### src/dtmf_pkg.sv
package dtmf_pkg;

  localparam int STEP_W   = 11;
  localparam int CNT_W    = 16;
  localparam int VOL_W    = 14;
  localparam int LEN_W    = 16;
  localparam int SAMPLE_W = 16;
  localparam int SYM_W    = 8;
  localparam int CFG_IDX_W  = 8;
  localparam int CFG_DATA_W = 16;
  localparam int ACC_W    = 31;

  // Depth of the sine pipeline, in stages.
  localparam int SINE_LAT = 9;

  localparam logic FUNC_START = 1'b0;
  localparam logic FUNC_TICK  = 1'b1;

  localparam logic [CFG_IDX_W-1:0] REG_VOLUME      = 8'd0;
  localparam logic [CFG_IDX_W-1:0] REG_TONE_LENGTH = 8'd1;

  localparam logic [VOL_W-1:0] VOLUME_RESET      = 14'd1000;
  localparam logic [LEN_W-1:0] TONE_LENGTH_RESET = 16'd8000;

  localparam logic [STEP_W-1:0] ROW_1 = 11'd697;
  localparam logic [STEP_W-1:0] ROW_2 = 11'd770;
  localparam logic [STEP_W-1:0] ROW_3 = 11'd852;
  localparam logic [STEP_W-1:0] ROW_4 = 11'd941;
  localparam logic [STEP_W-1:0] COL_1 = 11'd1209;
  localparam logic [STEP_W-1:0] COL_2 = 11'd1336;
  localparam logic [STEP_W-1:0] COL_3 = 11'd1477;
  localparam logic [STEP_W-1:0] COL_4 = 11'd1633;

  // Odd polynomial coefficients for sin(pi/2 * u), unsigned Q30.
  localparam logic [ACC_W-1:0] K1 = 31'd1686629713;
  localparam logic [ACC_W-1:0] K3 = 31'd693598670;
  localparam logic [ACC_W-1:0] K5 = 31'd85569306;
  localparam logic [ACC_W-1:0] K7 = 31'd5026991;
  localparam logic [ACC_W-1:0] K9 = 31'd172271;
  localparam logic [ACC_W-1:0] Q30_ONE  = 31'd1073741824;
  localparam logic [ACC_W-1:0] Q30_HALF = 31'd536870912;

  typedef struct packed {
    logic              valid;
    logic [STEP_W-1:0] row;
    logic [STEP_W-1:0] col;
  } tone_dec_t;

  typedef struct packed {
    logic on;
    logic last;
    logic bad;
  } item_flags_t;

  localparam int FLAGS_W = $bits(item_flags_t);

  function automatic tone_dec_t decode_symbol(input logic [SYM_W-1:0] sym);
    tone_dec_t d;
    d.valid = 1'b1;
    d.row   = '0;
    d.col   = '0;
    case (sym)
      "1": begin d.row = ROW_1; d.col = COL_1; end
      "2": begin d.row = ROW_1; d.col = COL_2; end
      "3": begin d.row = ROW_1; d.col = COL_3; end
      "A": begin d.row = ROW_1; d.col = COL_4; end
      "4": begin d.row = ROW_2; d.col = COL_1; end
      "5": begin d.row = ROW_2; d.col = COL_2; end
      "6": begin d.row = ROW_2; d.col = COL_3; end
      "B": begin d.row = ROW_2; d.col = COL_4; end
      "7": begin d.row = ROW_3; d.col = COL_1; end
      "8": begin d.row = ROW_3; d.col = COL_2; end
      "9": begin d.row = ROW_3; d.col = COL_3; end
      "C": begin d.row = ROW_3; d.col = COL_4; end
      "*": begin d.row = ROW_4; d.col = COL_1; end
      "0": begin d.row = ROW_4; d.col = COL_2; end
      "#": begin d.row = ROW_4; d.col = COL_3; end
      "D": begin d.row = ROW_4; d.col = COL_4; end
      " ": begin d.row = '0; d.col = '0; end
      default: begin
        d.valid = 1'b0;
      end
    endcase
    return d;
  endfunction

endpackage

### src/dtmf_fifo.sv
module dtmf_fifo import dtmf_pkg::*; #(
  parameter int WIDTH = 29,
  parameter int DEPTH = 4
) (
  input  logic             clk,
  input  logic             rst,
  input  logic             push,
  input  logic [WIDTH-1:0] wdata,
  input  logic             pop,
  output logic [WIDTH-1:0] rdata,
  output logic             full,
  output logic             empty
);

  localparam int AW = (DEPTH > 1) ? $clog2(DEPTH) : 1;
  localparam logic [AW-1:0] LAST_PTR = AW'(DEPTH - 1);

  logic [WIDTH-1:0] mem [DEPTH];
  logic [AW-1:0]    wr_ptr, rd_ptr;
  logic [AW:0]      count;

  assign full  = (count == (AW+1)'(DEPTH));
  assign empty = (count == '0);
  assign rdata = mem[rd_ptr];

  always_ff @(posedge clk) begin
    if (push) begin
      mem[wr_ptr] <= wdata;
    end
  end

  always_ff @(posedge clk) begin
    if (rst) begin
      wr_ptr <= '0;
      rd_ptr <= '0;
      count  <= '0;
    end else begin
      if (push) begin
        wr_ptr <= (wr_ptr == LAST_PTR) ? '0 : wr_ptr + AW'(1);
      end
      if (pop) begin
        rd_ptr <= (rd_ptr == LAST_PTR) ? '0 : rd_ptr + AW'(1);
      end
      case ({push, pop})
        2'b10:   count <= count + (AW+1)'(1);
        2'b01:   count <= count - (AW+1)'(1);
        default: count <= count;
      endcase
    end
  end

endmodule

### config.mk
export PLATFORM = sky130hd
export DESIGN_NAME = dtmf_fifo
export DESIGN_NICKNAME = d
export VERILOG_FILES = /design/src/dtmf_pkg.sv /design/src/dtmf_fifo.sv
export SDC_FILE = /design/constraint.sdc
export NUM_CORES = 1
export LEC_CHECK = 0
export ABC_CLOCK_PERIOD_IN_PS = 4000
export BUFFER_PORTS_ARGS = -buffer_cell sky130_fd_sc_hd__buf_4
export CAP_MARGIN = 5
export CORE_MARGIN = 2
export CORE_UTILIZATION = 61
export DETAILED_ROUTE_END_ITERATION = 8
export GPL_ROUTABILITY_DRIVEN = 0
export GPL_TIMING_DRIVEN = 0
export MAX_ROUTING_LAYER = met4
export PLACE_DENSITY = 0.82
export SLEW_MARGIN = 20
export SYNTH_ARGS = -nofsm -noshare
export SYNTH_HDL_FRONTEND = slang
export SYNTH_SLANG_ARGS = --single-unit
### constraint.sdc
create_clock -name clk -period 4 [get_ports clk]
set_clock_uncertainty 0.1 [all_clocks]
set_input_delay 0.2 -clock clk [delete_from_list [all_inputs] [get_ports clk]]
set_output_delay 0.2 -clock clk [all_outputs]
set_load 0.02 [all_outputs]
---- After elaboration in Yosys (flattened, before gate mapping) ----
Memories as Yosys holds them, arrays and structs flattened. A register that Yosys moved wholly into a read port is not among the register bits.
Index checks and enable logic that the tools add are counted.
Widths: inputs -> output; s select.
operators by class
  eq/ne operators ......................... 5
  mux-type cells .......................... 7
  add/subtract/negate cells ............... 4
  reduce and logical (&&, ||, !) cells .... 2
operators with widths
  operator             number
  $mux 2               4
  $eq 2x2->1 const B   3
  $pmux 3 s2           1
  $add 2x1->2 const B  2
  $add 3x1->3 const B  1
  $eq 3x3->1 const B   1
  $logic_not 3->1      1
  $sub 3x1->3 const B  1
  $eq 2x1->1 const B   1
  $mux 1               2
  $reduce_bool 2->1    1
storage, ports and cells
  register bits after elaboration ......... 7
  memories ................................ 1
  word-level logic and storage cells ...... 22
  bits of input ports ..................... 33
  memory bits (writable) .................. 116
memory list
  name  words  width  read ports  clocked after Yosys merged registers in  wr ports  line             source
  mem   4      29     1           1                                        1         dtmf_fifo.sv:18  logic [WIDTH-1:0] mem [DEPTH];

---- Longest topological paths before layout ----
  depth in word-level cells ............... 4
  mapped depth ............................ 7

---- Least setup slack after synthesis ----
Ideal clock, no wire load.
  kind .................................... register to register
  from .................................... reg wr_ptr[0]
  to ...................................... mem mem[3][0] (enable)
  stages on the path, launching flop included .. 3
  library setup time ...................... 0.389 ns
  setup slack ............................. 2.236 ns
  arrival ................................. 1.275 ns
  path through ............................ dfxtp_1 -> ha_1 -> and2_1
RTL lines
  element                   line             source
  start: declaration        dtmf_fifo.sv:19  logic [AW-1:0] wr_ptr, rd_ptr;
  start signal: assignment  dtmf_fifo.sv:39  wr_ptr <= (wr_ptr == LAST_PTR) ? '0 : wr_ptr + AW'(1);
  end: declaration          dtmf_fifo.sv:18
No word-level cell before the write port.

==> impl_metrics.ini <==
[clocking]
htreeDepth = 4
clk_latency_ns = 0.50
path_clk_slew_ns = 0.06
cts_tree = done
hold_buffers = 32
clock_sinks = 125
cts_setup_buffers = 0
cts-root-buf = clkbuf_8
clockBufferDepth = 2
cts-resized-gates = 0
numCtsBuffers = 17

[sta]
fin_crit_sh_pct = 58.06
post-route-min-period_ns = 2.322
grt_setup_unrepaired = no
fin_hold_ws_ns = 0.3352
hold_viol_final = 0
max_freq_mhz = 430.6
slew_violations = 0
finalSetupViolCount = 0
setup_slack_ns = 1.678
worst_slew_pin_slew_ns = 0.6965
max_slew_margin_pct = 53.57
fin_tns_setup_ns = 0

[worst_setup_path]
path_class = register to primary output
worst_ep_required_time_ns = 3.70
startpoint_type = register
cp_max_fo = 10
worstRegToRegCells = 5
endpoint_kind = primary output
arrival_ns = 2.02
rr_startpoint = count[0]
r2r_slack_ns = 2.37
r2r_end = count[2]

[hold_path]
hold_class = input port to register
hp-start = wdata[13]
holdPathEnd = mem[1][13]
holdPathStages = 2

[global_route]
antenna_found_initial = 0
grt_usage_pct = 24.53
grt_pass1_wl_mm = 13.99
grt_max_degree = 28
grt_overflow = 0
grt_pass1_vias = 2562

[floorplanning]
die_area_um2 = 8321
die-width_um = 91.22
start_util_pct = 63.64
coreArea_um2 = 7292
num_rows = 31
io_pins = 64
die-height_um = 91.22

[synth]
synthArstFlopShare_pct = 0
synth_edf_count = 116
yosys_warnings = 0
synth_top_cell_area_share_pct = 75.06
ys_top_cells_by_area = edfxtp_1 75%, mux4_2 14%, dfxtp_1 3.9%
yosys-top-cells-count = 116 x edfxtp_1, 28 x mux4_2, 9 x dfxtp_1
yosysMostFrequentCell = edfxtp_1
synth_area_um2 = 4641
synth.distinct_cells = 22
synth-seq-area-share_pct = 78.94
yosys.area.top_type = edfxtp_1
synth_flop_cell = edfxtp_1
syn_inst = 199
synth_nets = 239
synth.avg_cell_area_um2 = 23.32
ys_ff_latch = 125

[drt]
route.detailed.drc = 0
vias = 2366
postRouteAntennaNets = 0
firstDrtPassIters = 4
wirelength_mm = 8.809
routedWlPerCell_um = 20.58
vias_per_cell = 5.528
drt_iter0_markers = 156

[finish]
fillers = 308
multi_input_area_um2 = 903.4
insertedDiodeCount = 0
drive_gt1_share_pct = 40.43
layout.nets = 357
seq_area_um2 = 3664
area_delta_synth_final_pct = 35.02
final_util_pct = 85.93

[placed_design]
io_buffers = 63
hpwl_mm = 4.813
place_ws_ns = 2.205

[status]
status = complete, no violations

[power_and_ir_drop]
p_leak_uw = 0.002245
p_total_uw = 3440
peakVddDrop_uv = 556.0
power_density_nw_per_um2 = 548.9

[flow_run]
cap_violations = 0
-- critical path: stages (launching register included) --
cell	delay, ns
dfxtp_1	0.34
clkbuf_1	0.55
mux4_2	0.45
buf_4	0.18
-- sequential cells by signal, indices dropped and copies added, names as in the netlist, named ones only --
name and count:
count 3, mem 116, rd_ptr 2, wr_ptr 2
-- power breakdown --
part | internal, µW | switching [µW]
registers | 1490 | 19.4
logic | 174 | 176
clock network | 1060 | 518
total | 2730 | 713
-- worst max-delay path by stage --
stage	from	to	slack, ns	cells after the start
floorplan	wr_ptr[0]	mem[3][0]	2.24	2
global placement	wr_ptr[0]	mem[0][15]	1.74	3
detailed placement	push	count[2]	2.20	8
CTS	register	rdata[23]	1.64	3
global route	register	rdata[23]	1.59	3
finish	register	rdata[23]	1.68	3
-- layout by cell type, fill, tap and decap left out, types with 4 or more instances in the layout --
| master | Yosys | routed |
|---|---|---|
| ha_1 | 6 | 6 |
| and2_2 | 0 | 4 |
| bufinv_16 | 0 | 5 |
| mux4_2 | 28 | 28 |
| clkbuf_16 | 0 | 16 |
| a21oi_1 | 4 | 4 |
| dlygate4sd3_1 | 0 | 32 |
| edfxtp_1 | 116 | 116 |
| inv_1 | 7 | 7 |
| nor2_1 | 7 | 7 |
| buf_4 | 1 | 64 |
| dfxtp_1 | 9 | 9 |
| buf_12 | 1 | 4 |
| clkinv_2 | 0 | 4 |
-- routing by layer --
layer | GRT usage, % | wire length, µm
met1 | 30.61 | 3590
met2 | 37.84 | 4523
met3 | 6.888 | 531
met4 | 11.62 | 163
met5 | - | 0
-- metrics by stage --
stage / std cells / cell area (µm²)
6_report: 428 / 6266
5_1_grt: 428 / 6266
4_1_cts: 428 / 6266
3_5_place_dp: 365 / 5330
3_3_place_gp: 361 / 5238
2_1_floorplan: 199 / 4641
-- kinds of logic (layout without fill, tap and decap cells) --
| kind of cell | Yosys count | count (layout) | synth area share (%) |
|---|---|---|---|
| XOR/XNOR | 2 | 2 | 0.3775 |
| multiplexers | 31 | 31 | 14.59 |
| AO/OA/AOI/OAI | 5 | 5 | 0.5391 |
| buffers and inverters | 13 | 143 | 1.699 |
| adder cells (fa/ha/maj) | 7 | 7 | 2.049 |
| AND/OR/NAND/NOR | 16 | 16 | 1.806 |
| flip-flops | 125 | 125 | 78.94 |
-- layout make-up --
cell class / count / share of cell area [%]
flip-flops and latches: 125 / 58.47
plain buffers: 6 / 0.8387
clock buffers: 18 / 6.669
repair buffers: 99 / 14.06
well taps: 99 / 1.977
clock inverters: 13 / 3.155
multi-input cells: 61 / 14.42
inverters: 7 / 0.4193
(Power assumes the default switching activity.)
