### src/dtmf_pkg.sv
package dtmf_pkg;

  localparam int STEP_W   = 11;
  localparam int CNT_W    = 16;
  localparam int VOL_W    = 14;
  localparam int LEN_W    = 16;
  localparam int SAMPLE_W = 16;
  localparam int SYM_W    = 8;
  localparam int CFG_IDX_W  = 8;
  localparam int CFG_DATA_W = 16;
  localparam int ACC_W    = 31;

  // Depth of the sine pipeline, in stages.
  localparam int SINE_LAT = 9;

  localparam logic FUNC_START = 1'b0;
  localparam logic FUNC_TICK  = 1'b1;

  localparam logic [CFG_IDX_W-1:0] REG_VOLUME      = 8'd0;
  localparam logic [CFG_IDX_W-1:0] REG_TONE_LENGTH = 8'd1;

  localparam logic [VOL_W-1:0] VOLUME_RESET      = 14'd1000;
  localparam logic [LEN_W-1:0] TONE_LENGTH_RESET = 16'd8000;

  localparam logic [STEP_W-1:0] ROW_1 = 11'd697;
  localparam logic [STEP_W-1:0] ROW_2 = 11'd770;
  localparam logic [STEP_W-1:0] ROW_3 = 11'd852;
  localparam logic [STEP_W-1:0] ROW_4 = 11'd941;
  localparam logic [STEP_W-1:0] COL_1 = 11'd1209;
  localparam logic [STEP_W-1:0] COL_2 = 11'd1336;
  localparam logic [STEP_W-1:0] COL_3 = 11'd1477;
  localparam logic [STEP_W-1:0] COL_4 = 11'd1633;

  // Odd polynomial coefficients for sin(pi/2 * u), unsigned Q30.
  localparam logic [ACC_W-1:0] K1 = 31'd1686629713;
  localparam logic [ACC_W-1:0] K3 = 31'd693598670;
  localparam logic [ACC_W-1:0] K5 = 31'd85569306;
  localparam logic [ACC_W-1:0] K7 = 31'd5026991;
  localparam logic [ACC_W-1:0] K9 = 31'd172271;
  localparam logic [ACC_W-1:0] Q30_ONE  = 31'd1073741824;
  localparam logic [ACC_W-1:0] Q30_HALF = 31'd536870912;

  typedef struct packed {
    logic              valid;
    logic [STEP_W-1:0] row;
    logic [STEP_W-1:0] col;
  } tone_dec_t;

  typedef struct packed {
    logic on;
    logic last;
    logic bad;
  } item_flags_t;

  localparam int FLAGS_W = $bits(item_flags_t);

  function automatic tone_dec_t decode_symbol(input logic [SYM_W-1:0] sym);
    tone_dec_t d;
    d.valid = 1'b1;
    d.row   = '0;
    d.col   = '0;
    case (sym)
      "1": begin d.row = ROW_1; d.col = COL_1; end
      "2": begin d.row = ROW_1; d.col = COL_2; end
      "3": begin d.row = ROW_1; d.col = COL_3; end
      "A": begin d.row = ROW_1; d.col = COL_4; end
      "4": begin d.row = ROW_2; d.col = COL_1; end
      "5": begin d.row = ROW_2; d.col = COL_2; end
      "6": begin d.row = ROW_2; d.col = COL_3; end
      "B": begin d.row = ROW_2; d.col = COL_4; end
      "7": begin d.row = ROW_3; d.col = COL_1; end
      "8": begin d.row = ROW_3; d.col = COL_2; end
      "9": begin d.row = ROW_3; d.col = COL_3; end
      "C": begin d.row = ROW_3; d.col = COL_4; end
      "*": begin d.row = ROW_4; d.col = COL_1; end
      "0": begin d.row = ROW_4; d.col = COL_2; end
      "#": begin d.row = ROW_4; d.col = COL_3; end
      "D": begin d.row = ROW_4; d.col = COL_4; end
      " ": begin d.row = '0; d.col = '0; end
      default: begin
        d.valid = 1'b0;
      end
    endcase
    return d;
  endfunction

endpackage

### src/dtmf_channels.sv
interface dtmf_req_if import dtmf_pkg::*; ();
  logic             valid;
  logic             ready;
  logic             func;
  logic [SYM_W-1:0] symbol;

  modport source (output valid, output func, output symbol, input ready);
  modport sink   (input valid, input func, input symbol, output ready);
endinterface


interface dtmf_cfg_if import dtmf_pkg::*; ();
  logic                  valid;
  logic                  ready;
  logic [CFG_IDX_W-1:0]  index;
  logic [CFG_DATA_W-1:0] data;

  modport source (output valid, output index, output data, input ready);
  modport sink   (input valid, input index, input data, output ready);
endinterface

### src/dtmf_front.sv
module dtmf_front import dtmf_pkg::*; #(
  parameter int SAMPLE_RATE = 8000
) (
  input  logic                              clk,
  input  logic                              rst,
  dtmf_req_if.sink                          tone_in,
  dtmf_cfg_if.sink                          cfg,
  input  logic                              full,
  output logic                              push,
  output logic [$clog2(SAMPLE_RATE)-1:0]    entry_row_phase,
  output logic [$clog2(SAMPLE_RATE)-1:0]    entry_col_phase,
  output item_flags_t                       entry_flags,
  output logic [VOL_W-1:0]                  volume
);

  localparam int PHASE_W = $clog2(SAMPLE_RATE);
  localparam logic [PHASE_W:0] RATE = (PHASE_W+1)'(SAMPLE_RATE);

  logic [PHASE_W-1:0] row_phase, row_phase_next;
  logic [PHASE_W-1:0] col_phase, col_phase_next;
  logic [STEP_W-1:0]  row_step, row_step_next;
  logic [STEP_W-1:0]  col_step, col_step_next;
  logic [CNT_W-1:0]   sample_count, sample_count_next;
  logic               tone_active, tone_active_next;
  logic [LEN_W-1:0]   tone_length;

  logic               accept;
  tone_dec_t          dec;
  logic [LEN_W-1:0]   len_eff;
  logic [PHASE_W-1:0] rp_eff, cp_eff;
  logic [CNT_W-1:0]   cnt_eff, cnt_inc;
  logic               act_eff, bad, is_last;
  logic [PHASE_W:0]   row_sum, col_sum;

  assign tone_in.ready = !full;
  assign accept        = tone_in.valid && tone_in.ready;
  assign push          = accept;
  assign cfg.ready     = 1'b1;

  always_comb begin
    dec      = decode_symbol(tone_in.symbol);
    len_eff  = (tone_length == '0) ? LEN_W'(1) : tone_length;
    rp_eff   = row_phase;
    cp_eff   = col_phase;
    row_step_next = row_step;
    col_step_next = col_step;
    cnt_eff  = sample_count;
    act_eff  = tone_active;
    bad      = 1'b0;
    if (tone_in.func == FUNC_START) begin
      cnt_eff = '0;
      if (dec.valid) begin
        row_step_next = dec.row;
        col_step_next = dec.col;
        rp_eff  = '0;
        cp_eff  = '0;
        act_eff = 1'b1;
      end else begin
        row_step_next = '0;
        col_step_next = '0;
        act_eff = 1'b0;
        bad     = 1'b1;
      end
    end

    // Steps stay below the rate, so one conditional subtract wraps the phase.
    row_sum = {1'b0, rp_eff} + (PHASE_W+1)'(row_step_next);
    col_sum = {1'b0, cp_eff} + (PHASE_W+1)'(col_step_next);
    cnt_inc = cnt_eff + CNT_W'(1);
    is_last = (cnt_inc >= len_eff) || (cnt_inc == '0);

    if (act_eff) begin
      row_phase_next    = (row_sum >= RATE) ? PHASE_W'(row_sum - RATE) : PHASE_W'(row_sum);
      col_phase_next    = (col_sum >= RATE) ? PHASE_W'(col_sum - RATE) : PHASE_W'(col_sum);
      sample_count_next = cnt_inc;
      tone_active_next  = !is_last;
    end else begin
      row_phase_next    = rp_eff;
      col_phase_next    = cp_eff;
      sample_count_next = cnt_eff;
      tone_active_next  = 1'b0;
    end

    entry_row_phase  = rp_eff;
    entry_col_phase  = cp_eff;
    entry_flags.on   = act_eff;
    entry_flags.last = act_eff && is_last;
    entry_flags.bad  = bad;
  end

  always_ff @(posedge clk) begin
    if (rst) begin
      row_phase    <= '0;
      col_phase    <= '0;
      row_step     <= '0;
      col_step     <= '0;
      sample_count <= '0;
      tone_active  <= 1'b0;
    end else if (accept) begin
      row_phase    <= row_phase_next;
      col_phase    <= col_phase_next;
      row_step     <= row_step_next;
      col_step     <= col_step_next;
      sample_count <= sample_count_next;
      tone_active  <= tone_active_next;
    end
  end

  always_ff @(posedge clk) begin
    if (rst) begin
      volume      <= VOLUME_RESET;
      tone_length <= TONE_LENGTH_RESET;
    end else if (cfg.valid) begin
      case (cfg.index)
        REG_VOLUME:      volume      <= cfg.data[VOL_W-1:0];
        REG_TONE_LENGTH: tone_length <= cfg.data[LEN_W-1:0];
        default: ;
      endcase
    end
  end

endmodule

### src/flat_wrapper.sv
// flat-port wrapper written by rule: the top's interface ports become plain ports
module dtmf_front_flat import dtmf_pkg::*;
#(
  parameter int SAMPLE_RATE = 8000
)
  (clk, rst, full, push, entry_row_phase, entry_col_phase, entry_flags, volume, tone_in_valid, tone_in_func, tone_in_symbol, tone_in_ready, cfg_valid, cfg_index, cfg_data, cfg_ready);
  dtmf_req_if tone_in_i ();
  dtmf_cfg_if cfg_i ();
  input  logic clk;
  input  logic rst;
  input  logic full;
  output logic push;
  output logic [$clog2(SAMPLE_RATE)-1:0] entry_row_phase;
  output logic [$clog2(SAMPLE_RATE)-1:0] entry_col_phase;
  output item_flags_t entry_flags;
  output logic [VOL_W-1:0] volume;
  input wire logic [$bits(tone_in_i.valid)-1:0] tone_in_valid;
  input wire logic [$bits(tone_in_i.func)-1:0] tone_in_func;
  input wire logic [$bits(tone_in_i.symbol)-1:0] tone_in_symbol;
  output wire logic [$bits(tone_in_i.ready)-1:0] tone_in_ready;
  input wire logic [$bits(cfg_i.valid)-1:0] cfg_valid;
  input wire logic [$bits(cfg_i.index)-1:0] cfg_index;
  input wire logic [$bits(cfg_i.data)-1:0] cfg_data;
  output wire logic [$bits(cfg_i.ready)-1:0] cfg_ready;
  assign tone_in_i.valid = tone_in_valid;
  assign tone_in_i.func = tone_in_func;
  assign tone_in_i.symbol = tone_in_symbol;
  assign tone_in_ready = tone_in_i.ready;
  assign cfg_i.valid = cfg_valid;
  assign cfg_i.index = cfg_index;
  assign cfg_i.data = cfg_data;
  assign cfg_ready = cfg_i.ready;
  dtmf_front #(.SAMPLE_RATE(SAMPLE_RATE)) u_core (.clk(clk), .rst(rst), .tone_in(tone_in_i), .cfg(cfg_i), .full(full), .push(push), .entry_row_phase(entry_row_phase), .entry_col_phase(entry_col_phase), .entry_flags(entry_flags), .volume(volume));
endmodule
### config.mk
export PLATFORM = sky130hd
export DESIGN_NAME = dtmf_front_flat
export DESIGN_NICKNAME = d
export VERILOG_FILES = /design/src/dtmf_pkg.sv /design/src/dtmf_channels.sv /design/src/dtmf_front.sv /design/src/flat_wrapper.sv
export SDC_FILE = /design/constraint.sdc
export NUM_CORES = 1
export LEC_CHECK = 0
export BUFFER_PORTS_ARGS = -buffer_cell sky130_fd_sc_hd__buf_2
export CORE_MARGIN = 10
export CORE_UTILIZATION = 60
export DETAILED_ROUTE_END_ITERATION = 16
export PLACE_DENSITY = 0.84
export SLEW_MARGIN = 0
export SYNTH_ARGS = -nofsm -noshare
export SYNTH_HDL_FRONTEND = slang
export SYNTH_SLANG_ARGS = --single-unit
### constraint.sdc
create_clock -name clk -period 8.46 [get_ports clk]
set_input_delay 1.269 -clock clk [delete_from_list [all_inputs] [get_ports clk]]
set_output_delay 1.269 -clock clk [all_outputs]
set_load 0.02 [all_outputs]
* Word level (Yosys, flattened, before mapping)
Cells that the tools add are included.
** Storage, ports and cells
- Register bits after elaboration :: 95
- Latch bits :: 0
- RAM bits :: 0
- ROM bits :: 0
- Bits of input ports :: 38
- Output and inout port bits :: 46
- Logic and storage cells :: 67
- Memories kept :: 0
** Cells by class
- Add/sub/neg operators :: 5
- $mul :: 0
- Div/mod/pow operators :: 0
- Order comparisons :: 3
- Equality and inequality tests :: 18
- Shift operators :: 0
- Mux-type cells :: 22
- Bitwise operators :: 0
- Reduce and logical (&&, ||, !) cells :: 11
** Operators with widths (number)
- 21-bit case mux with 16 select lines :: 1
- 8-bit by 6-bit equality test with 1-bit output (second input constant) :: 13
- 13-bit two-way mux :: 8
- 16-bit two-way mux :: 3
- 11-bit two-way mux :: 3
- 8-bit by 7-bit equality test with 1-bit output (second input constant) :: 4
- 16-bit logical NOT :: 2
- 13-bit by 11-bit adder with 14-bit output :: 2
- 14-bit by 13-bit greater-or-equal comparator with 1-bit output (second input constant) :: 2
- 13-bit subtractor (second input constant) :: 2
- 17-bit OR reduction :: 1
- 16-bit by 1-bit adder with 16-bit output (second input constant) :: 1
- 16-bit greater-or-equal comparator :: 1
- 10-bit two-way mux :: 1
- 8-bit by 1-bit equality test with 1-bit output (second input constant) :: 1
- 8-bit logical NOT :: 1
- 1-bit two-way mux :: 6
- 2-bit AND reduction :: 2
- 1-bit logical AND :: 2
- 1-bit logical NOT :: 2
- 1-bit logical OR :: 1

* Logic depth before layout (Yosys ltp)
Gate-level depths: netlist of the first run.
- Word-level depth :: 9
- Depth in mapped cells :: 25
- Mapped depth without buffers :: 24

* Worst setup path after synthesis of the first run
No wires, ideal clock.
- Path kind :: input-to-reg
- From :: input tone_in_symbol[4]
- To :: register u_core.col_phase[6]
- Setup time :: 60 ps
- Arrival :: 6190 ps
- Data required time :: 8400 ps
- Path slack :: 2210 ps
- Stages on the path :: 24
- Path buffers :: 1
- Cells stage by stage :: or4b_1 > nor2_2 > mux2_2 > o21ai_0 > a21oi_1 > clkbuf_1 > o2bb2ai_1 > a21o_1 > ha_1 > inv_1 > fa_1 > nor2b_4 > o31a_1 > o21ai_0 > nand2b_1 > xor2_1 > ha_1 > nand2_1 > or4_1 > o31ai_1 > and3_4 > nand4_4 > a2111oi_2 > a311o_1
** Between the ends
- Cells in the longest elaborated chain, start to end :: 9
- Elaborated cells between the ends (all ways) :: 31
- Those cells by class :: add/sub: 2; order compare: 1; eq/ne: 17; mux: 10; reduce/logical: 1
** Ends and longest elaborated chain
- start, declared :: line flat_wrapper.sv:19 : input wire logic [$bits(tone_in_i.symbol)-1:0] tone_in_symbol;
- 8-bit by 6-bit equality test with 1-bit output / 8-bit by 7-bit equality test with 1-bit output (equally long branches) :: line dtmf_pkg.sv:62 : case (sym)
- 17-bit OR reduction (no source line)
- 1-bit two-way mux :: line dtmf_pkg.sv:62
- 11-bit two-way mux * :: line dtmf_front.sv:52 : if (dec.valid) begin
- 11-bit two-way mux * :: line dtmf_front.sv:50 : if (tone_in.func == FUNC_START) begin
- net u_core.col_step_next[0] :: line dtmf_front.sv:22 : logic [STEP_W-1:0] col_step, col_step_next;
- 13-bit by 11-bit adder with 14-bit output * :: line dtmf_front.sv:68 : col_sum = {1'b0, cp_eff} + (PHASE_W+1)'(col_step_next);
- 13-bit subtractor / 14-bit by 13-bit greater-or-equal comparator with 1-bit output (equally long branches) :: line dtmf_front.sv:74 : col_phase_next = (col_sum >= RATE) ? PHASE_W'(col_sum - RATE) : PHASE_W'(col_sum);
- 13-bit two-way mux * :: line dtmf_front.sv:74
- 13-bit two-way mux * :: line dtmf_front.sv:72 : if (act_eff) begin
- end signal, assigned :: line dtmf_front.sv:101 : col_phase <= col_phase_next;
- end, declared :: line dtmf_front.sv:20 : logic [PHASE_W-1:0] col_phase, col_phase_next;
Mark *: on every way through the listed nets, which the timed path passes. The rest lies on a longest branch.
A chain may end at the register's enable or synchronous reset.

* Worst setup path in the final report of the first run
- From :: input tone_in_symbol[3]
- To :: register u_core.row_phase[10]
** Between the ends
- Cells in the longest elaborated chain, start to end :: 9
- Elaborated cells between the ends (all ways) :: 31
- Those cells by class :: add/sub: 2; order compare: 1; eq/ne: 17; mux: 10; reduce/logical: 1
** Ends and longest elaborated chain
- 8-bit by 6-bit equality test with 1-bit output / 8-bit by 7-bit equality test with 1-bit output (equally long branches) :: line dtmf_pkg.sv:62
- 17-bit OR reduction (no source line)
- 1-bit two-way mux :: line dtmf_pkg.sv:62
- 10-bit two-way mux * :: line dtmf_front.sv:52
- 11-bit two-way mux * :: line dtmf_front.sv:50
- net u_core.row_step_next[1] :: line dtmf_front.sv:21 : logic [STEP_W-1:0] row_step, row_step_next;
- 13-bit by 11-bit adder with 14-bit output * :: line dtmf_front.sv:67 : row_sum = {1'b0, rp_eff} + (PHASE_W+1)'(row_step_next);
- 13-bit subtractor / 14-bit by 13-bit greater-or-equal comparator with 1-bit output (equally long branches) :: line dtmf_front.sv:73 : row_phase_next = (row_sum >= RATE) ? PHASE_W'(row_sum - RATE) : PHASE_W'(row_sum);
- 13-bit two-way mux * :: line dtmf_front.sv:73
- 13-bit two-way mux * :: line dtmf_front.sv:72
- end signal, assigned :: line dtmf_front.sv:100 : row_phase <= row_phase_next;
- end, declared :: line dtmf_front.sv:19 : logic [PHASE_W-1:0] row_phase, row_phase_next;
Marks and branches as above.

==> results of run 1 <==
==> worst max-delay path: cells and delay by family <==
kind	cells	cell delay (ns)
simple gates	7	1.54
buf+inv	3	0.64
xor+xnor	2	0.39
compound gates	10	2.42
fa+ha+maj	2	0.44
==> path summary, 6_finish.rpt <==
kind | startpoint | to | cells past startpoint
max | tone_in_symbol[3] | u_core.row_phase[10]$_SDFFE_PP0P_ | 24
min | u_core.row_phase[7]$_SDFFE_PP0P_ | u_core.row_phase[7]$_SDFFE_PP0P_ | 2
max reg2reg | u_core.col_phase[0]$_SDFFE_PP0P_ | u_core.col_phase[6]$_SDFFE_PP0P_ | 17
min reg2reg | u_core.row_phase[7]$_SDFFE_PP0P_ | u_core.row_phase[7]$_SDFFE_PP0P_ | 2
==> report_power, final <==
group,switching (mW),leakage [nW],internal (mW)
clock network,0.200,0.150,0.211
registers,0.00288,0.767,0.451
logic,0.0720,2.48,0.0343
==> final cells by class <==
| cell class | instances | area (um2) |
|---|---|---|
| clock buffers | 9 | 225.2 |
| inverters | 46 | 172.7 |
| fillers | 976 | 3704 |
| flip-flops and latches | 95 | 1902 |
| well taps | 143 | 178.9 |
| repair buffers | 88 | 455.4 |
| clock inverters | 7 | 83.83 |
| multi-input cells | 715 | 4648 |
==> through the flow <==
stage               instances  cell area, um2
finish                   1103            7666
global route             1103            7666
CTS                      1103            7666
detailed placement       1087            7357
global placement         1087            7357
floorplan                 906            6935
==> flip-flops by register name, summed over array words and instances, names as in the netlist, named ones only <==
| signal | count |
|---|---|
| u_core.row_step | 10 |
| u_core.row_phase | 13 |
| u_core.tone_active | 1 |
| u_core.volume | 14 |
| u_core.tone_length | 16 |
| u_core.col_step | 10 |
| u_core.col_phase | 13 |
| u_core.sample_count | 16 |
==> kinds of logic after synthesis <==
group                      after synthesis  synth area share
and+or+nand+nor                        376            0.2690
AOI/OAI and AO/OA                      222            0.2208
buffers and inverters                   96           0.05593
DFF                                     95            0.2742
adders and majority gates               45           0.08335
xor gates and xnor gates                38           0.04799
muxes                                   33           0.04817
other                                    1         0.0005407
==> Yosys cell counts (all sizes together) (5+ instances only) <==
| cell | instances | area, um2 |
|---|---|---|
| nand2 | 116 | 435.4 |
| nor2 | 100 | 382.9 |
| dfxtp | 95 | 1902 |
| a21oi | 69 | 345.3 |
| inv | 44 | 165.2 |
| ha | 43 | 538.0 |
| clkbuf | 38 | 142.6 |
| o21ai | 36 | 180.2 |
| nand3 | 33 | 165.2 |
| and2 | 32 | 202.7 |
| mux2i | 30 | 300.3 |
| xnor2 | 20 | 175.2 |
| a21o | 19 | 142.6 |
| xor2 | 18 | 157.7 |
| nor3 | 17 | 85.08 |
| a211oi | 14 | 115.1 |
| and3 | 12 | 80.08 |
| buf | 12 | 72.57 |
| nor4 | 10 | 62.56 |
| nand4 | 9 | 71.32 |
| a22oi | 8 | 60.06 |
| nand2b | 8 | 50.05 |
| nor2b | 8 | 57.55 |
| o211ai | 7 | 52.55 |
| or4 | 7 | 60.06 |
| a31oi | 6 | 37.54 |
| o21a | 5 | 37.54 |
==> metal layers <==
layer	global-route usage	up-vias
met2	0.3415	226
met5	0	-
met3	0.05128	20
met4	0.04756	0
li1	-	3320
met1	0.2890	3104
==> impl_metrics.csv, run 1 <==
group,metric,value,unit
global_route,grt_max_degree,84,
clock_network,numCtsBuffers,9,
sta,tns,0,ns
clock_network,postCtsSetupRepairBufs,0,
clock_network,cts.reportedPaths.clkPinSlew,0.07,ns
logic_synthesis,synth_edf_count,0,
sta,finalCriticalPeriod,6.550,ns
critical_path,cpMostUsedCell,"a21oi_1",
logic_synthesis,seq_area_frac_synth,0.2742,
sta,relSlewSlack,0.2418,
power_and_ir_drop,power_density,126.7,nW/um2
die,rows,39,
die,die_area,16260,um2
placement,gp_congestion,0.9094,
routing,wl,18.15,mm
routing,post_drt_wl_per_cell,16.45,um
die,coreArea,11370,um2
logic_synthesis,avgSynthCellArea,7.655,um2
die,die_h,127.5,um
logic_synthesis,synth_flop_cell,"dfxtp_1",
die,start_util,0.6100,
logic_synthesis,synth-async-reset-ratio,0,
clock_network,cts_tree,"yes",
global_route,antenna_found_initial,0,
layout,drive_above_1_share,0.1406,
sta,fmax,0.1527,GHz
routing,vias_per_cell,6.047,
critical_path,crit_chain,"buf_2, or4bb_1, o211ai_1, a32o_1, nor2_1, buf_4, a211oi_1, a21oi_1, inv_1, ha_1, a211oi_2, o211ai_1, a21boi_0, nand2_1, nand2_1, xnor2_1, ha_1, nand4b_1, or4_1, a21oi_1, a31o_4, and4_1, xor2_1, a21oi_1",
sta,grt_setup_unrepaired,"no",
sta,period_share,0.7742,
sta,drv_slew,0,
outcome,status,"finished, final reports clean",
layout,fin_nets,1038,
clock_network,clock_path_buffers,2,
critical_path,rrSetupSlack,4.35,ns
critical_path,path_class,"in2reg",
critical_path,worstPathRequired,8.64,ns
power_and_ir_drop,power,971.4,uW
power_and_ir_drop,p_leak,3.401,nW
routing,ant_nets,0,
logic_synthesis,ys_seq_elements,95,
layout,final_cell_mix,"nand2_1, nor2_1, dfxtp_1",
layout,diodes,0,
critical_path,worstSetupEndpointType,"register",
min_path,hp-class,"reg2reg",
critical_path,cpPeakStageDelay,0.53,ns
logic_synthesis,synth.distinct_cells,88,
sta,setup_violations,0,
routing,drc,0,
critical_path,critPathSlowestCell,"or4bb_1",
clock_network,clkSinkCount,95,
clock_network,h-tree-depth,3,
critical_path,cp_data_arrival_time,6.73,ns
sta,setup_slack,1.910,ns
critical_path,startpoint_type,"input port",
die,io_pins,84,
clock_network,cts-hold-fix-buffers,0,
power_and_ir_drop,ir_drop,0.1369,mV
global_route,grt_usage,0.2152,
layout,fin_util,0.6743,
critical_path,worstPathMaxFanout,30,
clock_network,cts_resized,0,
routing,vias,6670,
sta,worst_pin_slew,1.136,ns
logic_synthesis,yosys_warnings,0,
die,die_w,127.5,um
placement,place_ws,1.595,ns
routing,wl_met3,1.243,mm
clock_network,cts-root-buf,"clkbuf_16",
logic_synthesis,syn-num-nets,989,
sta,holdWs,0.4473,ns
run,maxCapViolCount,0,
sta,clock_skew,0.01166,ns
placement,hpwl,13.31,mm
routing,wl_met1,8.404,mm
layout,area_growth,10.54,%
routing,drtIter0Drc,620,
routing,dr.pass1.iters,7,
global_route,grt_pass1_vias,6290,
sta,final-hold-violation-count,0,
global_route,overflow,0,
routing,maxUsedRoutingLayer,"met4",
global_route,grt_first_pass_wirelength,30.15,mm
layout,final_common_cell,"nand2_1",
placement,io_buffers,82,
logic_synthesis,netlist_area,6935,um2
logic_synthesis,synth_cells,906,
clock_network,clock_latency,0.35,ns
routing,wl_met2,8.312,mm
Power figures use the tool's default switching activity.
==> run 2: changes to the inputs <==
--- a/config.mk
+++ b/config.mk
@@ -5,11 +5,12 @@
 export SDC_FILE = /design/constraint.sdc
 export NUM_CORES = 1
 export LEC_CHECK = 0
+export ABC_AREA = 1
 export BUFFER_PORTS_ARGS = -buffer_cell sky130_fd_sc_hd__buf_2
 export CORE_MARGIN = 10
-export CORE_UTILIZATION = 60
+export CORE_UTILIZATION = 54
 export DETAILED_ROUTE_END_ITERATION = 16
-export PLACE_DENSITY = 0.84
+export PLACE_DENSITY = 0.8
 export SLEW_MARGIN = 0
 export SYNTH_ARGS = -nofsm -noshare
 export SYNTH_HDL_FRONTEND = slang
==> constraint.sdc (replaced) <==
create_clock -name clk -period 5.7 [get_ports clk]
set_input_delay 0.855 -clock clk [delete_from_list [all_inputs] [get_ports clk]]
set_output_delay 0.855 -clock clk [all_outputs]
set_load 0.02 [all_outputs]
==> run 2 against run 1 <==
Against the previous run:
- final area down 0.60%
- synthesized cell count increased by 18%
- worst hold slack improved by 0.012 ns
- area after synthesis down 2.4%
- largest power group is now clock
- sequential share of layout area is 0.15 points higher
- total power grew 61%
- global-route usage decreased by 1.3 points
- sequential power increased by 50%
- worst setup slack worse by 1.2 ns
- combinational power grew 70%
- critical path type is now in2out
- routed wire length shrank 2.0%
- non-clock buffer count up 1
- critical endpoint is now entry_flags[1]
==> impl_metrics.csv, run 2 <==
group,metric,value,unit
sta,finalCriticalPeriod,5.037,ns
sta,tns,0,ns
routing,ant_nets,0,
logic_synthesis,synth_cells,1066,
global_route,antenna_found_initial,0,
power_and_ir_drop,power_density,205.5,nW/um2
die,die_w,132.0,um
clock_network,cts.reportedPaths.clkPinSlew,0.07,ns
logic_synthesis,synth_edf_count,0,
critical_path,worstSetupEndpointType,"primary output",
critical_path,worstRegToRegCells,20,
outcome,status,"finished, final reports clean",
logic_synthesis,synth_commonest_cells,"nand2_1, inv_1, nor2_1",
placement,io_buffers,82,
layout,fin_nets,1213,
clock_network,cts_resized,0,
die,die_h,132.0,um
critical_path,rr_endpoint,"u_core.col_phase[7]$_SDFFE_PP0P_",
critical_path,cp_data_arrival_time,4.18,ns
critical_path,startpoint,"tone_in_func",
logic_synthesis,yosys-top-cells-area,"dfxtp_1, nand2_1, inv_1",
routing,wl,17.78,mm
logic_synthesis,synth.distinct_cells,47,
critical_path,worstPathRequired,4.85,ns
clock_network,clkSinkCount,95,
logic_synthesis,synth_flop_cell,"dfxtp_1",
placement,placed_cell_area,7273,um2
logic_synthesis,seq_area_frac_synth,0.2810,
min_path,hold_depth,2,
critical_path,crit_end,"entry_flags[1]",
layout,nFillCells,1185,
routing,dr.pass1.iters,5,
critical_path,r2r-start,"u_core.col_phase[0]$_SDFFE_PP0P_",
run,maxCapViolCount,0,
sta,fmax,0.1985,GHz
layout,final_cell_mix,"nand2_1, inv_1, nor2_1",
logic_synthesis,yosysMostFrequentCell,"nand2_1",
logic_synthesis,synth_area_leader_cell,"dfxtp_1",
layout,reg_top3,"u_core.sample_count: 16 flops, u_core.tone_length: 16 flops, u_core.volume: 14 flops",
power_and_ir_drop,p_leak,4.016,nW
sta,grt_setup_unrepaired,"no",
logic_synthesis,yosys_warnings,0,
sta,clock_skew,0.005792,ns
routing,vias,6828,
global_route,grt_pass1_vias,6653,
placement,hpwl,13.54,mm
global_route,grt_usage,0.2017,
sta,worst_pin_slew,1.066,ns
layout,final_common_cell,"nand2_1",
clock_network,cts-hold-fix-buffers,0,
clock_network,cts_tree,"yes",
power_and_ir_drop,ir_drop,0.1221,mV
sta,drv_slew,0,
routing,vias_per_cell,5.240,
global_route,grt_first_pass_wirelength,30.17,mm
logic_synthesis,avgSynthCellArea,6.349,um2
layout,drive_above_1_share,0.1251,
routing,wl_met2,8.639,mm
clock_network,clock_latency,0.35,ns
sta,setup_violations,0,
logic_synthesis,syn-num-nets,1149,
logic_synthesis,ys_seq_elements,95,
die,coreArea,12160,um2
routing,post_drt_wl_per_cell,13.65,um
clock_network,cts-root-buf,"clkbuf_16",
placement,gp_congestion,0.8976,
sta,relSlewSlack,0.2888,
critical_path,worstPathMaxFanout,3,
routing,drtIter0Drc,471,
logic_synthesis,synth-async-reset-ratio,0,
die,die_area,17410,um2
logic_synthesis,synthDominantCellAreaShare,0.2810,
clock_network,postCtsSetupRepairBufs,0,
die,start_util,0.5565,
routing,wl_met3,879,um
logic_synthesis,netlist_area,6768,um2
sta,period_share,0.8837,
global_route,grt_max_degree,58,
global_route,overflow,0,
die,rows,40,
critical_path,rrSetupSlack,2.33,ns
layout,diodes,0,
die,io_pins,84,
routing,maxUsedRoutingLayer,"met4",
critical_path,path_class,"in2out",
critical_path,startpoint_type,"input port",
sta,final-hold-violation-count,0,
routing,drc,0,
clock_network,numCtsBuffers,9,
layout,area_growth,12.59,%
layout,fin_area,7620,um2
routing,wl_met1,7.995,mm
clock_network,clock_path_buffers,2,
clock_network,h-tree-depth,3,
min_path,hp-class,"reg2reg",
## run 2: changes by cell type after synthesis, sizes merged, moves of 14 or more
| cell | delta |
|---|---|
| a21o | -18 |
| nand2 | +157 |
| clkbuf | -17 |
| inv | +128 |
| nor2 | +26 |
| a21oi | +22 |
| and2 | -30 |
| mux2i | -30 |
| nand3 | +35 |
| o21ai | +14 |
## run 2: worst min path at each step
stage / slack [ns] / startpoint / end
5_1_grt: 0.48 / u_core.row_phase[3]$_SDFFE_PP0P_ / u_core.row_phase[3]$_SDFFE_PP0P_
3_5_place_dp: 0.45 / u_core.col_step[1]$_SDFFE_PP0P_ / u_core.col_step[1]$_SDFFE_PP0P_
2_1_floorplan: 0.44 / u_core.col_step[1]$_SDFFE_PP0P_ / u_core.col_step[1]$_SDFFE_PP0P_
3_3_place_gp: 0.44 / u_core.row_step[10]$_SDFFE_PP0P_ / u_core.row_step[10]$_SDFFE_PP0P_
4_1_cts: 0.46 / u_core.col_step[1]$_SDFFE_PP0P_ / u_core.col_step[1]$_SDFFE_PP0P_
6_report: 0.46 / u_core.col_step[1]$_SDFFE_PP0P_ / u_core.col_step[1]$_SDFFE_PP0P_
## run 2: kinds of logic after synthesis
group / count (synthesis) / synth area share
and+or+nand+nor: 510 / 0.3317
buffers and inverters: 209 / 0.1207
AOI/OAI and AO/OA: 179 / 0.1457
DFF: 95 / 0.2810
adders and majority gates: 45 / 0.08541
xor gates and xnor gates: 27 / 0.03494
other: 1 / 0.0005541
## run 2: routing by layer
metal / vias to the layer above / global-route usage
li1: 3535 / -
met1: 3106 / 0.2401
met2: 159 / 0.3548
met3: 28 / 0.04345
met4: 0 / 0.05624
met5: - / 0
## run 2: stage by stage
| stage | utilization | hold WS (ns) | power (mW) | worst slack (ns) | cells |
|---|---|---|---|---|---|
| finish | 0.6265 | 0.4597 | 1.566 | 0.6628 | 1303 |
| global placement | 0.5980 | 0.4439 | 0.8693 | 0.4831 | 1287 |
| detailed placement | 0.5980 | 0.4477 | 0.8714 | 0.4509 | 1287 |
| global route | 0.6265 | 0.4826 | 1.624 | 0.2490 | 1303 |
| CTS | 0.6265 | 0.4587 | 1.576 | 0.7189 | 1303 |
| floorplan | - | 0.4362 | 0.8165 | 0.5069 | 1066 |
## run 2: worst max-delay path, stage by stage
cell,delay (ns)
buf_2,0.13
nand2_1,0.08
inv_1,0.08
ha_1,0.17
nand3_1,0.13
nor2_2,0.18
nand3_1,0.16
nor4b_1,0.41
nand4_1,0.19
or2_0,0.24
nand2_1,0.09
inv_1,0.08
ha_1,0.28
nand3_1,0.08
nor3_1,0.24
nand2_1,0.09
o2111ai_1,0.08
a31oi_1,0.09
a21boi_1,0.29
buf_2,0.23
## run 2: power by group
| group | internal (mW) | total (mW) | switching [mW] | leakage, nW |
|---|---|---|---|---|
| logic | 0.0560 | 0.180 | 0.124 | 3.08 |
| clock network | 0.439 | 0.707 | 0.268 | 0.168 |
| registers | 0.674 | 0.678 | 0.00439 | 0.768 |
| total | 1.17 | 1.57 | 0.396 | 4.02 |
## run 2: cell type report
type | count | area, um2 | share of cell area
flip-flops and latches | 95 | 1902 | 0.2496
inverters | 173 | 649.4 | 0.08522
well taps | 168 | 210.2 | 0.02759
repair buffers | 89 | 462.9 | 0.06076
clock inverters | 6 | 107.6 | 0.01412
clock buffers | 10 | 239.0 | 0.03136
multi-input cells | 762 | 4049 | 0.5314
==> run 3: changes to the inputs <==
==> constraint.sdc (replaced) <==
create_clock -name clk -period 4.34 [get_ports clk]
set_input_delay 0.651 -clock clk [delete_from_list [all_inputs] [get_ports clk]]
set_output_delay 0.651 -clock clk [all_outputs]
set_load 0.02 [all_outputs]
==> run 3 against run 2 <==
Against the previous run:
- worst setup slack got worse by 0.59 ns
- register-to-register slack worse by 1.2 ns
- final area rose by 12%
- core utilization is 7.7 points higher
- critical path depth stayed put
- clock power rose by 14%
- critical endpoint unchanged
- largest power group is now sequential cells
==> impl_metrics.csv, run 3 (same netlist as run 2, synthesis figures left out) <==
group,metric,value,unit
outcome,status,"finished, final reports clean",
clock_network,cts-hold-fix-buffers,0,
critical_path,worstRegToRegCells,19,
die,io_pins,84,
global_route,grt_first_pass_wirelength,31.29,mm
clock_network,clock_latency,0.36,ns
routing,drtIter0Drc,520,
die,die_area,17410,um2
placement,hpwl,14.48,mm
layout,area_growth,26.42,%
sta,period_share,0.9835,
placement,io_buffers,82,
power_and_ir_drop,ir_drop,0.2113,mV
sta,holdWs,0.4674,ns
global_route,antenna_found_initial,0,
layout,final_common_cell,"nand2_1",
layout,reg_top3,"u_core.sample_count: 16 flops, u_core.tone_length: 16 flops, u_core.volume: 14 flops",
routing,drc,0,
critical_path,crit_family,"simple AND/OR/NAND/NOR gates",
critical_path,worstPathRequired,3.69,ns
global_route,grt_max_degree,58,
power_and_ir_drop,power_frac_seq,0.449,
sta,finalCriticalPeriod,4.269,ns
critical_path,worstPathMaxFanout,4,
sta,fmax,0.2343,GHz
clock_network,clkSinkCount,95,
layout,final_cell_mix,"nand2_1, inv_1, nor2_1",
min_path,hold_depth,2,
critical_path,cpPeakStageDelay,0.30,ns
critical_path,rr_endpoint,"u_core.tone_active$_SDFFE_PP0P_",
clock_network,cts_tree,"yes",
sta,final-hold-violation-count,0,
sta,relSlewSlack,0.2875,
placement,gp_congestion,0.9408,
layout,drive_above_1_share,0.2279,
critical_path,path_buf_inv,4,
power_and_ir_drop,combinationalPowerShare,0.145,
clock_network,cts.reportedPaths.clkPinSlew,0.07,ns
critical_path,critPathSlowestCell,"nor4b_4",
layout,fin_nets,1302,
critical_path,cp_data_arrival_time,3.62,ns
sta,worst_pin_slew,1.068,ns
power_and_ir_drop,p_int,1.400,mW
power_and_ir_drop,p_leak,4.522,nW
critical_path,startpoint_type,"input port",
global_route,overflow,0,
power_and_ir_drop,power_frac_clock,0.406,
routing,wl,19.15,mm
die,rows,40,
run,maxCapViolCount,0,
clock_network,h-tree-depth,3,
global_route,grt_pass1_vias,6955,
layout,diodes,0,
die,start_util,0.5565,
routing,vias,7324,
critical_path,crit_chain,"buf_4, nand2_2, inv_2, ha_4, nand3_2, nor2_4, nand3_4, nor4b_4, nand4_1, or2_0, nand2_1, inv_1, ha_1, nand3_2, nor3_4, nand2_1, o2111ai_1, a31oi_2, a21boi_2, buf_6",
sta,clock_skew,0.007620,ns
min_path,hold_end,"u_core.row_step[2]$_SDFFE_PP0P_",
critical_path,worstSetupEndpointType,"primary output",
sta,setup_violations,0,
power_and_ir_drop,power.switching,582.6,uW
routing,vias_per_cell,5.261,
global_route,grt_usage,0.2085,
power_and_ir_drop,power,1.983,mW
sta,drv_slew,0,
power_and_ir_drop,sw_frac_of_total,0.2938,
critical_path,path_class,"in2out",
critical_path,r2r-start,"u_core.sample_count[0]$_SDFFE_PP0P_",
clock_network,cts-root-buf,"clkbuf_16",
min_path,min-delay-start,"u_core.row_step[2]$_SDFFE_PP0P_",
layout,fin_util,0.7035,
clock_network,numCtsBuffers,9,
min_path,hp-class,"reg2reg",
die,die_h,132.0,um
power_and_ir_drop,power_density,231.8,nW/um2
routing,post_drt_wl_per_cell,13.76,um
routing,ant_nets,0,
die,die_w,132.0,um
clock_network,clock_path_buffers,2,
routing,dr.pass1.iters,5,
critical_path,rrSetupSlack,1.10,ns
die,coreArea,12160,um2
[run 3: layer usage]
metal | up-vias | track usage | wire length [um]
met1 | 3363 | 0.2678 | 8756
met5 | - | 0 | 0
met2 | 229 | 0.3386 | 8952
met3 | 24 | 0.03659 | 1105
met4 | 0 | 0.07973 | 338
li1 | 3708 | - | -
[run 3: how the worst max path moves through the flow]
stage	slack [ns]	startpoint	cells past startpoint	endpoint
after CTS	0.04	tone_in_func	20	entry_flags[1]
after floorplan	-0.08	tone_in_func	22	entry_flags[1]
after global placement	-0.20	tone_in_symbol[7]	30	u_core.col_phase[7]$_SDFFE_PP0P_
final	0.07	tone_in_func	20	entry_flags[1]
after global routing	-0.07	tone_in_symbol[5]	29	u_core.col_phase[7]$_SDFFE_PP0P_
after detailed placement	-0.26	tone_in_symbol[7]	30	u_core.col_phase[7]$_SDFFE_PP0P_
[run 3: worst reg2reg max path, delay by kind of cell, from the launching register on]
kind,cells,cell delay (ns)
compound gates,3,0.54
fa+ha+maj,2,0.47
flops,1,0.40
simple gates,11,1.56
buf+inv,3,0.23
[run 3: final cells by class]
cell class	instances	area, um2
Tap cell	168	210.2
Clock inverter	7	77.57
Fill cell	1052	3606
Inverter	173	649.4
Clock buffer	9	225.2
Sequential cell	95	1902
Multi-Input combinational cell	762	4335
Timing Repair Buffer	178	1156
[run 3: per-stage QoR]
step	setup TNS, ns	instance area [um2]	cells	setup WS (ns)
after global routing	-0.3857	8556	1392	-0.06689
final	0	8556	1392	0.07140
after CTS	0	8272	1389	0.04366
after floorplan	-0.08148	6813	1066	-0.08148
after detailed placement	-1.574	7969	1373	-0.2615
after global placement	-1.056	7969	1373	-0.1983
[run 3: timing repair]
item / in CTS / in global routing
endpoints found under the setup margin: 0 / 13
buffers inserted: 0 / 3
gates resized for setup: 0 / 63
[run 3: power by group through the flow]
stage                     clock, mW  combinational (mW)  sequential, mW
final                         0.805               0.287           0.891
after global routing          0.847               0.317           0.892
after CTS                     0.816               0.272           0.890
after detailed placement          0               0.271           0.911
after global placement            0               0.266           0.910
after floorplan                   0               0.165           0.910
